--- config.mk ---
export PLATFORM = sky130hd
export DESIGN_NAME = red_div_cell
export DESIGN_NICKNAME = d
export VERILOG_FILES = /design/src/rtl/running_ecdf_distance_top_assert.svh /design/src/rtl/red_pkg.sv /design/src/rtl/red_div_cell.sv
export SDC_FILE = /design/constraint.sdc
export NUM_CORES = 1
export LEC_CHECK = 0
export BUFFER_PORTS_ARGS = -buffer_cell sky130_fd_sc_hd__buf_4
export CAP_MARGIN = 15
export CORE_AREA = 2 2 171 173
export DETAILED_ROUTE_END_ITERATION = 6
export DIE_AREA = 0 0 173 175
export GPL_TIMING_DRIVEN = 0
export SYNTH_ARGS = -nofsm -noshare
export SYNTH_HDL_FRONTEND = slang
export SYNTH_SLANG_ARGS = --single-unit
--- constraint.sdc ---
create_clock -name clk_i -period 0.9 [get_ports clk_i]
set_input_delay 0.09 -clock clk_i [delete_from_list [all_inputs] [get_ports clk_i]]
set_output_delay 0.09 -clock clk_i [all_outputs]
set_load 0.01 [all_outputs]
--- src/rtl/running_ecdf_distance_top_assert.svh ---
// Assertion macros for the running ECDF distance top module.
`ifndef RUNNING_ECDF_DISTANCE_TOP_ASSERT_SVH
`define RUNNING_ECDF_DISTANCE_TOP_ASSERT_SVH
// Implication checked on every rising clock edge outside reset.
`define RED_ASSERT_IMP(lbl, ante, cons) \
  lbl: assert property (@(posedge clk_i) disable iff (!rst_ni) (ante) |-> (cons)) \
    else $error("assertion failed");
// Next-cycle implication checked outside reset.
`define RED_ASSERT_NXT(lbl, ante, cons) \
  lbl: assert property (@(posedge clk_i) disable iff (!rst_ni) (ante) |=> (cons)) \
    else $error("assertion failed");
`endif

--- src/rtl/red_pkg.sv ---
// Package with types and constants for the running ECDF distance block.
package red_pkg;
  localparam int GridPoints = 256;
  localparam int Chains     = 4;
  localparam int MaxDim     = 4;
  localparam int CountBits  = 24;
  localparam int IdxW       = $clog2(GridPoints);
  localparam int MemDepth   = GridPoints * Chains;
  localparam int MemW       = $clog2(MemDepth);
  localparam int Stages     = 20;  // compare, count, 17 division bits, square
  localparam logic [CountBits-1:0] CountMax = '1;
  localparam logic [16:0] OneQ16 = 17'h10000;

  typedef enum logic [1:0] {
    CMD_LOAD_GRID   = 2'd0,
    CMD_LOAD_TARGET = 2'd1,
    CMD_SAMPLE      = 2'd2,
    CMD_CLEAR       = 2'd3
  } cmd_e;

  typedef enum logic [0:0] {
    REG_DIMS = 1'd0,
    REG_GRID = 1'd1
  } reg_e;

  typedef enum logic [3:0] {
    ST_IDLE, ST_CLEAR, ST_WALK, ST_DRAIN, ST_DIVIDE, ST_OUT
  } state_e;

  // Token handed from cell to cell: one grid point at work.
  typedef struct packed {
    logic                 vld;
    logic [IdxW-1:0]      idx;
    logic [63:0]          grid;
    logic [16:0]          target;
    logic                 hit;
    logic [CountBits-1:0] count;
    logic [23+17:0]       num;     // count * 65536 + total / 2
    logic [16:0]          quo;     // ECDF value in Q1.16
    logic [34:0]          sq;      // squared gap in Q3.32
  } tok_t;
endpackage

--- src/rtl/red_div_cell.sv ---
// One restoring-division cell: retires one quotient bit of the ECDF value.
module red_div_cell import red_pkg::*; (
  input  logic                 clk_i,
  input  logic                 rst_ni,
  input  logic [CountBits-1:0] total_i,
  input  logic [4:0]           bit_i,
  input  tok_t                 tok_i,
  output tok_t                 tok_o
);
  tok_t tok_d, tok_q;
  logic [64:0] shifted;

  always_comb begin
    tok_d = tok_i;
    shifted = {41'd0, total_i} << bit_i;
    if ({24'd0, tok_i.num} >= shifted) begin
      tok_d.num = tok_i.num - shifted[40:0];
      tok_d.quo = tok_i.quo | (17'd1 << bit_i);
    end
  end

  always_ff @(posedge clk_i or negedge rst_ni) begin
    if (!rst_ni) begin
      tok_q <= '0;
    end else begin
      tok_q <= tok_d;
    end
  end
  assign tok_o = tok_q;
endmodule

==> results.md <==
- Post-Synth Simple-Gate Area: 0.118
- Bufs on Longest Clock Path: 3
- Area Overhead vs Synth: 94.8%
- Worst-Margin Slew: 0.852 ns
- Final Critical Period: ~3.6 ns
- Crit path kind: input port to flip-flop
- Asr flop ratio synth: 1.00
- Antenna violations before repair: 6
- H-Tree Depth: 1
- Unrepaired setup endpoints after global routing: yes
- Failing checks: hold timing, setup timing
- Final worst slack: -2.68 ns
- Critical path arrival: 3.99 ns
- Routed len/inst: approximately 23 um
- First-pass GRT wire length: between 60000 and 70000 um
- Hold buffers post-CTS: 208
- Dpl cells: ~1700
- Full die area: ~0.030 mm^2
- Overall routed net length: 46700 um
- Max_cap viols: 0
- Synth cell types: 66
- GP Congestion: between 0.9 and 1
- Total GRT Usage: 0.300
- WP data required: 1.32 ns
- Setup TNS: -196.33 ns
- Share of the synthesized area in the top cell type: 0.529
- Main area contributors after synthesis: dfrtp_1 53%, ha_1 5.2%, a21oi_1 3.8%
- Utilization after layout: 0.676
- Hold Fails Final Rpt: between 100 and 150
- Adder and majority cell fraction of the synthesized area: 0.0541
- Syn Inst Count: 908
- Initial core utilization: 0.347
- Worst min-delay path class: input port to async pin
- Buffers added on ports: 442
- Post-synth EDFFs: 0
- Slew HR: 0.430
- Height of the die: 175 um
- Outcome: finished, violations left
- Leading area contributor after synthesis: dfrtp_1
- Pre-antenna DRT Iters: 5
- Crit start category: input port
- Syn nets: 1189
- Crit Path Max Fanout: 6
- Core Rows: 62
- CTS tree: yes
- Final period util: 3.97
- Drc violations: 0
- HPWL Detailed: 32100 um
- Yosys reg bits: 208
- Largest family of logic cells by synthesized area: compound AO/OA/AOI/OAI gates
- Total grt overflow: 0
- Share of cells above drive strength 1: 0.471
- Largest net degree at the start of global routing: about 110
- Main synth FF type: dfrtp_1
- FMAX: 0.280 GHz
- Mapped cell area: 0.00985 mm^2
- CP Capture Type: flip-flop
- Total leakage power: 0.00877 uW
- Core area: roughly 0.028 mm^2
- Via density: 5.08
- Fill count: 2101
- Xor and xnor area share after synthesis: 0.0285
- Final setup violation count: 266
- IO Pins: roughly 450
- Mean Syn Cell Area: around 11 um^2
- WHS: -0.401 ns
- Vias in the first global route: 10700
- Num Clock Sinks: ~210
- Register area share after synthesis: 0.529
- Max reg flops: 208
- Number of synthesis warnings: 0
- First DRT Iteration DRCs: about 550
- Clock-pin slew on the worst setup and hold paths: about 0.060 ns
- DRT antenna net count: 0
- Area fraction in compound gates after synthesis: 0.161
- IR drop worst, VDD: ~1.2 mV
- Power density cells: 1640 mW/mm^2
- Layout Cells excl Fill: around 2100
- Vias post-DR: 10400
- Final net count: roughly 1900
- Fin. max-slew vios: 0
- Mux cell area share after synthesis: 0.0788
- Clk root buf: clkbuf_16
- Die W: 173 um
- CTS Buf Count: 24
[cells by family after synthesis]
group / after synthesis
muxes: 59
DFF: 208
AOI/OAI and AO/OA: 252
adders and majority gates: 42
and+or+nand+nor: 245
xor gates and xnor gates: 32
buffers and inverters: 70
[Yosys cell counts (all sizes together) (8+ instances only)]
cell type  instances
a31oi              8
o21ai             81
nand4              9
buf               14
xor2              18
nor3              14
mux2i             31
nand2b            16
a21oi             75
xnor2             14
clkbuf            31
mux4              11
mux2              17
ha                41
nor2              54
a21o              19
nand2             96
nand3             22
nor2b             10
dfrtp            208
inv               25
o21bai            16
[where the power goes]
group | switching [uW] | internal (uW) | leakage [uW]
logic | 5400 | 5750 | 0.00595
clock network | 4040 | 5730 | 0.000392
registers | 422 | 10100 | 0.00242
total | 9860 | 21600 | 0.00877
[worst max-delay path: stages]
cell and delay, ns:
buf_12 0.11, buf_12 0.12, clkbuf_16 0.15, mux2i_4 0.20, a21oi_4 0.15, buf_4 0.14
mux2i_4 0.06, mux2_4 0.30, o22a_1 0.23, ha_4 0.32, nand3_4 0.08, or3_4 0.34
and3b_1 0.18, a32oi_2 0.27, o21ai_4 0.11, o211ai_1 0.30, nand3_4 0.20, buf_6 0.19
buf_12 0.14, buf_6 0.11, a21o_1 0.17
[placed cells by master, fill, tap and decap left out, types with 6 or more instances in the layout]
cell type | netlist | routed
dfrtp_1 | 208 | 201
mux2i_2 | 0 | 11
nand4_1 | 9 | 9
nand2_1 | 96 | 77
a21o_1 | 19 | 19
mux2_2 | 10 | 7
clkbuf_1 | 30 | 8
o21ai_1 | 29 | 17
mux2_4 | 7 | 10
dlygate4sd3_1 | 0 | 208
ha_1 | 41 | 29
inv_1 | 23 | 21
clkbuf_2 | 1 | 11
buf_12 | 0 | 11
ha_4 | 0 | 7
a21oi_1 | 75 | 58
dfrtp_2 | 0 | 7
o21bai_1 | 8 | 8
clkbuf_8 | 0 | 7
xnor2_1 | 14 | 14
o21ai_0 | 52 | 21
nor2_1 | 54 | 47
o21ai_4 | 0 | 7
o21ai_2 | 0 | 36
nand2b_1 | 16 | 16
a21oi_2 | 0 | 15
mux2i_1 | 31 | 16
mux4_2 | 11 | 11
nor2b_1 | 10 | 6
buf_4 | 1 | 281
buf_6 | 5 | 217
clkbuf_16 | 0 | 28
nor3_1 | 13 | 13
a31oi_1 | 8 | 6
nand3_1 | 20 | 16
xor2_1 | 18 | 18
buf_8 | 0 | 11
nand2_2 | 0 | 15
o21bai_4 | 0 | 8
[layer usage]
layer,GRT usage,routed length (um)
met1,0.375,18600
met2,0.506,22700
met3,0.0579,2880
met4,0.135,2430
met5,0,13
[metrics by stage]
step	setup slack, ns	instance area, um^2	total power, uW
floorplan	-2.74	9980	14500
global placement	-4.07	13800	18100
detailed placement	-4.09	13800	18200
CTS	-2.61	18700	30800
global route	-2.78	19200	32800
finish	-2.68	19200	31500
[cell type report]
type | count | area [um^2] | share of cell area
buffer | 37 | 425 | 0.0222
timing repair buffer | 719 | 6920 | 0.361
inverter | 25 | 93.8 | 0.00489
antenna | 3 | 7.51 | 0.000391
tap | 384 | 480 | 0.0250
sequential | 208 | 5210 | 0.272
multi-input combinational | 630 | 5250 | 0.273
clock inverter | 9 | 93.8 | 0.00489
clock buffer | 35 | 702 | 0.0366
[timing repair]
action                                 CTS  global route
endpoints found under the hold margin  311           103
pin swaps                               43            60
cloned                                   7             1
setup endpoints to repair              266           266
resized for setup                      382           126
buffers inserted                        47            15
[worst max path at each step]
stage | from | end | slack [ns] | cells past startpoint
after floorplan | bit_i[0] | tok_o[58] | -2.74 | 19
after global placement | bit_i[2] | tok_o[65] | -4.07 | 20
after detailed placement | bit_i[2] | tok_o[63] | -4.09 | 20
after CTS | bit_i[0] | tok_o[91] | -2.61 | 20
after global routing | bit_i[1] | tok_o[40] | -2.78 | 23
final | bit_i[1] | tok_o[55] | -2.68 | 21
No activity file was read; power rests on OpenSTA's default activity.
