**src/rtl/running_ecdf_distance_top_assert.svh**
```systemverilog
// Assertion macros for the running ECDF distance top module.
`ifndef RUNNING_ECDF_DISTANCE_TOP_ASSERT_SVH
`define RUNNING_ECDF_DISTANCE_TOP_ASSERT_SVH
// Implication checked on every rising clock edge outside reset.
`define RED_ASSERT_IMP(lbl, ante, cons) \
  lbl: assert property (@(posedge clk_i) disable iff (!rst_ni) (ante) |-> (cons)) \
    else $error("assertion failed");
// Next-cycle implication checked outside reset.
`define RED_ASSERT_NXT(lbl, ante, cons) \
  lbl: assert property (@(posedge clk_i) disable iff (!rst_ni) (ante) |=> (cons)) \
    else $error("assertion failed");
`endif

```
**src/rtl/red_pkg.sv**
```systemverilog
// Package with types and constants for the running ECDF distance block.
package red_pkg;
  localparam int GridPoints = 256;
  localparam int Chains     = 4;
  localparam int MaxDim     = 4;
  localparam int CountBits  = 24;
  localparam int IdxW       = $clog2(GridPoints);
  localparam int MemDepth   = GridPoints * Chains;
  localparam int MemW       = $clog2(MemDepth);
  localparam int Stages     = 20;  // compare, count, 17 division bits, square
  localparam logic [CountBits-1:0] CountMax = '1;
  localparam logic [16:0] OneQ16 = 17'h10000;

  typedef enum logic [1:0] {
    CMD_LOAD_GRID   = 2'd0,
    CMD_LOAD_TARGET = 2'd1,
    CMD_SAMPLE      = 2'd2,
    CMD_CLEAR       = 2'd3
  } cmd_e;

  typedef enum logic [0:0] {
    REG_DIMS = 1'd0,
    REG_GRID = 1'd1
  } reg_e;

  typedef enum logic [3:0] {
    ST_IDLE, ST_CLEAR, ST_WALK, ST_DRAIN, ST_DIVIDE, ST_OUT
  } state_e;

  // Token handed from cell to cell: one grid point at work.
  typedef struct packed {
    logic                 vld;
    logic [IdxW-1:0]      idx;
    logic [63:0]          grid;
    logic [16:0]          target;
    logic                 hit;
    logic [CountBits-1:0] count;
    logic [23+17:0]       num;     // count * 65536 + total / 2
    logic [16:0]          quo;     // ECDF value in Q1.16
    logic [34:0]          sq;      // squared gap in Q3.32
  } tok_t;
endpackage

```
**src/rtl/red_mean_div.sv**
```systemverilog
// Sequential divider that forms the rounded mean of the summed squares.
module red_mean_div import red_pkg::*; (
  input  logic        clk_i,
  input  logic        rst_ni,
  input  logic        start_i,
  input  logic [51:0] sum_i,
  input  logic [8:0]  g_i,
  output logic        done_o,
  output logic [31:0] mean_o
);
  logic [60:0] rem_d, rem_q;
  logic [51:0] quo_d, quo_q;
  logic [5:0]  cnt_d, cnt_q;
  logic        busy_d, busy_q, done_d, done_q;
  logic [60:0] trial;

  always_comb begin
    rem_d = rem_q; quo_d = quo_q; cnt_d = cnt_q; busy_d = busy_q; done_d = 1'b0;
    trial = {rem_q[59:0], quo_q[51]};
    if (start_i) begin
      rem_d = '0; quo_d = sum_i + {44'd0, g_i[8:1]}; cnt_d = 6'd52; busy_d = 1'b1;
    end else if (busy_q) begin
      quo_d = {quo_q[50:0], 1'b0};
      if (trial >= {52'd0, g_i}) begin
        rem_d = trial - {52'd0, g_i}; quo_d[0] = 1'b1;
      end else begin
        rem_d = trial;
      end
      cnt_d = cnt_q - 6'd1;
      if (cnt_q == 6'd1) begin
        busy_d = 1'b0; done_d = 1'b1;
      end
    end
  end

  always_ff @(posedge clk_i or negedge rst_ni) begin
    if (!rst_ni) begin
      busy_q <= 1'b0; done_q <= 1'b0; cnt_q <= '0;
    end else begin
      busy_q <= busy_d; done_q <= done_d; cnt_q <= cnt_d;
    end
  end
  always_ff @(posedge clk_i) begin
    rem_q <= rem_d; quo_q <= quo_d;
  end
  assign done_o = done_q;
  assign mean_o = (quo_q[51:32] != '0) ? 32'hFFFF_FFFF : quo_q[31:0];
endmodule

```
**config.mk**
```make
export PLATFORM = sky130hd
export DESIGN_NAME = red_mean_div
export DESIGN_NICKNAME = d
export VERILOG_FILES = /design/src/rtl/running_ecdf_distance_top_assert.svh /design/src/rtl/red_pkg.sv /design/src/rtl/red_mean_div.sv
export SDC_FILE = /design/constraint.sdc
export NUM_CORES = 1
export LEC_CHECK = 0
export ABC_AREA = 1
export CAP_MARGIN = 15
export CORE_AREA = 3 3 174 176
export DETAILED_ROUTE_END_ITERATION = 16
export DIE_AREA = 0 0 177 179
export DONT_BUFFER_PORTS = 1
export MAX_ROUTING_LAYER = met4
export SKIP_LAST_GASP = 1
export SYNTH_ARGS = -nofsm -noshare
export SYNTH_HDL_FRONTEND = slang
export SYNTH_SLANG_ARGS = --single-unit
```
**constraint.sdc**
```tcl
create_clock -name clk_i -period 6.7 [get_ports clk_i]
set_clock_uncertainty 0.05 [all_clocks]
set_input_delay 1.34 -clock clk_i [delete_from_list [all_inputs] [get_ports clk_i]]
set_output_delay 1.34 -clock clk_i [all_outputs]
set_load 0.02 [all_outputs]
```
==> results.yml <==
finish:
  postLayoutCoreUtil_pct: 38.3
  mostFrequentLayoutCell: "nand2_1"
  finish.instance_area_mm2: 0.0110
  layout.cells.most_common_list: "nand2_1 (682), inv_1 (225), nor2_1 (206)"
  diode_insertion_count_for_antenna_repair: 0
  area_growth_syn_to_layout_pct: 9.86
  design.final.nets: 1773
  drive_gt1_share_pct: 5.11
worst_setup_path:
  cp_data_required_time_ps: 6930
  critical_path.cell_chain: "inv_1 -> ha_1 -> nand2_1 -> nand2_1 -> nand2_1 -> nand3_1 -> a21oi_2 -> nand3_4 -> nand3_1 -> o21ai_1"
  crit_top_cell: "nand2_1"
  path_class: "input pin to flip-flop"
  cp_peak_stage_delay_ps: 770
  critical_path.slowest_cell: "nand3_4"
  start_kind: "input pin"
  worstPathMaxFanout: 61
  worst-endpoint-arrival_ps: 4020
  endpoint_kind: "flip-flop"
power:
  clock_power_share_pct: 16.5
  leakage_nw: 5.48
  p_sw_mw: 3.35
  power.share.sequential_pct: 20.3
  power.density_cell_area_mw_per_mm2: 552
  vdd_drop_max_v: 0.000481
  combinationalPowerShare_pct: 63.2
  power.share.switching_pct: 55.1
  p_int_mw: 2.73
place:
  buffer_ports.inserted: 0
  gp_routability_congestion: 0.988
  place_area_mm2: 0.0104
  hpwl_um: 27600
global_routing:
  first_global_vias: 10000
  antenna_found_initial: 0
  grt_max_degree: 71
  global_route_total_overflow: 0
  groute.usage.overall_pct: 23.0
  grt_pass1_wl_um: 55000
synth:
  post_synthesis_share_of_cell_area_spent_on_xor_and_xnor_gates_pct: 2.62
  syn_area_per_cell_um2: 5.91
  post_synth_and_or_nand_nor_area_fraction_pct: 50.8
  synth.area.mux_share_pct: 0
  synth_seq_area_share_pct: 29.5
  yosys.area_share.adder_pct: 2.77
  dominant_combinational_cell_family_by_area_after_synthesis: "simple AND/OR/NAND/NOR gates"
  synth-seq-cells: 120
  synthesis.nets: 1782
  synthDistinctLibCells: 43
  synth_compound_gate_area_share_pct: 3.77
  synthesis.instances: 1697
  mappedNetlistArea_mm2: 0.0100
  ys.warnings.count: 0
timing:
  layout_worst_path_cycle_share_pct: 56.4
  hold_viol: 0
  timing.max_slew.rel_slack_pct: 42.6
  fin_crit_ps: 3780
  worst_margin_slew_ps: 861
  setup_violations: 0
  report.final.slew_viol_count: 0
  total_negative_slack_for_setup_checks_ps: 0
  grt_setup_unrepaired: "no"
  max_clock_freq_ghz: 0.264
worst_hold_path:
  min_path_type: "flip-flop to flip-flop"
routing:
  route.detailed.vias_per_inst: 5.07
  wl_um: 35200
  drcViolationCount: 0
  detailroute.via_count: 10600
  antenna_violating_nets_post_route: 0
  detail_route.wl_per_cell_um: 16.9
  drt_pre_antenna_iters: 5
  drtIter0Drc: 941
cts:
  cts_num_sinks: 120
  clockRootBuffer: "clkbuf_16"
  worst_skew_pair.late_latency_ps: 430
  cts_repair_resize_count: 0
  hold_buffers: 0
  clk_transition_reported_paths_ps: 60
  clock_tree.buffer_depth: 2
  cts.htree.levels: 4
  postCtsSetupRepairBufs: 0
  cts_inserted_buffers: 17
  tritoncts: "yes"
die:
  floorplan.die_area_mm2: 0.0317
  die_w_um: 177
  floorplan.core_area_mm2: 0.0288
  effective_utilization_at_floorplan_pct: 34.8
  row_count: 62
  floorplan.die.height_um: 179
  boundaryPins: 97
job:
  drv.max_cap_violation_count: 0
status:
  status: "finished, final reports clean"
==> final timing paths <==
check / from / end / slack [ps] / depth (start not counted)
setup / recovery: g_i[2] / rem_q[19] / 2920 / 10
hold / removal: rem_q[59] / rem_q[59] / 410 / 2
setup reg to reg: quo_q[51] / rem_q[19] / 3480 / 9
hold reg to reg: rem_q[59] / rem_q[59] / 410 / 2
max in group asynchronous: rst_ni / cnt_q[5] / 5970 / 0
min in group asynchronous: rst_ni / done_o / 560 / 0
==> flip-flops by register name (all words and copies together) (netlist names) <==
| signal | count |
|---|---|
| rem_q | 60 |
| quo_q | 52 |
| cnt_q | 6 |
| busy_q | 1 |
| done_o | 1 |
==> critical path, delay by kind of cell <==
kind,cells,cell delay (ps)
buffers and inverters,1,70
and+or+nand+nor,6,1560
AOI/OAI and AO/OA,2,640
adders and majority gates,1,370
==> per-stage QoR <==
step	setup WS [ps]	hold WS, ps	power [mW]	instances
after CTS	2490	412	6.06	2084
final	2920	412	6.08	2085
after floorplan	2750	377	4.02	1697
after global routing	2650	432	6.61	2085
after detailed placement	2500	400	5.03	2052
after global placement	2620	393	5.03	2052
==> power groups by stage <==
stage	Clock (mW)	Sequential (mW)	Combinational, mW
final	1.00	1.23	3.85
after global routing	1.05	1.26	4.31
after CTS	1.02	1.23	3.81
after detailed placement	0	1.24	3.79
after global placement	0	1.24	3.79
after floorplan	0	1.15	2.87
==> per-layer routing <==
layer / global-route usage, % / wire length, um / vias to the layer above
li1: - / - / 5309
met1: 29.2 / 15700 / 4824
met2: 38.0 / 16300 / 381
met3: 3.13 / 2160 / 66
met4: 7.69 / 1040 / 0
met5: - / 0 / -
==> synthesized netlist by cell type (all sizes together) <==
| library cell | number | share of area, % |
|---|---|---|
| a31oi | 2 | 0.12 |
| xor2 | 21 | 1.8 |
| nor4 | 5 | 0.31 |
| dfrtp | 8 | 2.0 |
| nand4 | 39 | 2.6 |
| xnor2 | 9 | 0.79 |
| fa | 2 | 0.40 |
| nor3 | 27 | 1.4 |
| a21oi | 11 | 0.59 |
| nand3 | 166 | 8.4 |
| o22ai | 5 | 0.31 |
| and2 | 2 | 0.12 |
| dfxtp | 60 | 12 |
| clkbuf | 19 | 0.71 |
| o21ai | 49 | 2.5 |
| buf | 14 | 1.1 |
| edfxtp | 52 | 16 |
| or2 | 3 | 0.19 |
| or4 | 1 | 0.075 |
| nor2 | 230 | 9.5 |
| o21bai | 1 | 0.075 |
| nand3b | 23 | 1.7 |
| nand2 | 696 | 27 |
| clkinv | 1 | 0.037 |
| a21o | 1 | 0.075 |
| ha | 19 | 2.4 |
| a21boi | 1 | 0.075 |
| inv | 230 | 8.6 |
==> final cells by class <==
type,count,area (um^2)
Clock inverter,15,201
Tap cell,384,480
Clock buffer,17,425
Multi-Input combinational cell,1313,6030
Inverter,231,867
Sequential cell,120,2960
Timing Repair Buffer,5,45.0
Fill cell,3158,17800
==> cell families (layout without fill, tap and decap cells) <==
| logic type | count (synthesis) | in the layout |
|---|---|---|
| AOI/OAI and AO/OA | 70 | 70 |
| xor gates and xnor gates | 30 | 30 |
| adders and majority gates | 21 | 21 |
| buffers and inverters | 264 | 268 |
| DFF | 120 | 120 |
| and+or+nand+nor | 1192 | 1192 |
(Power assumes the default switching activity.)
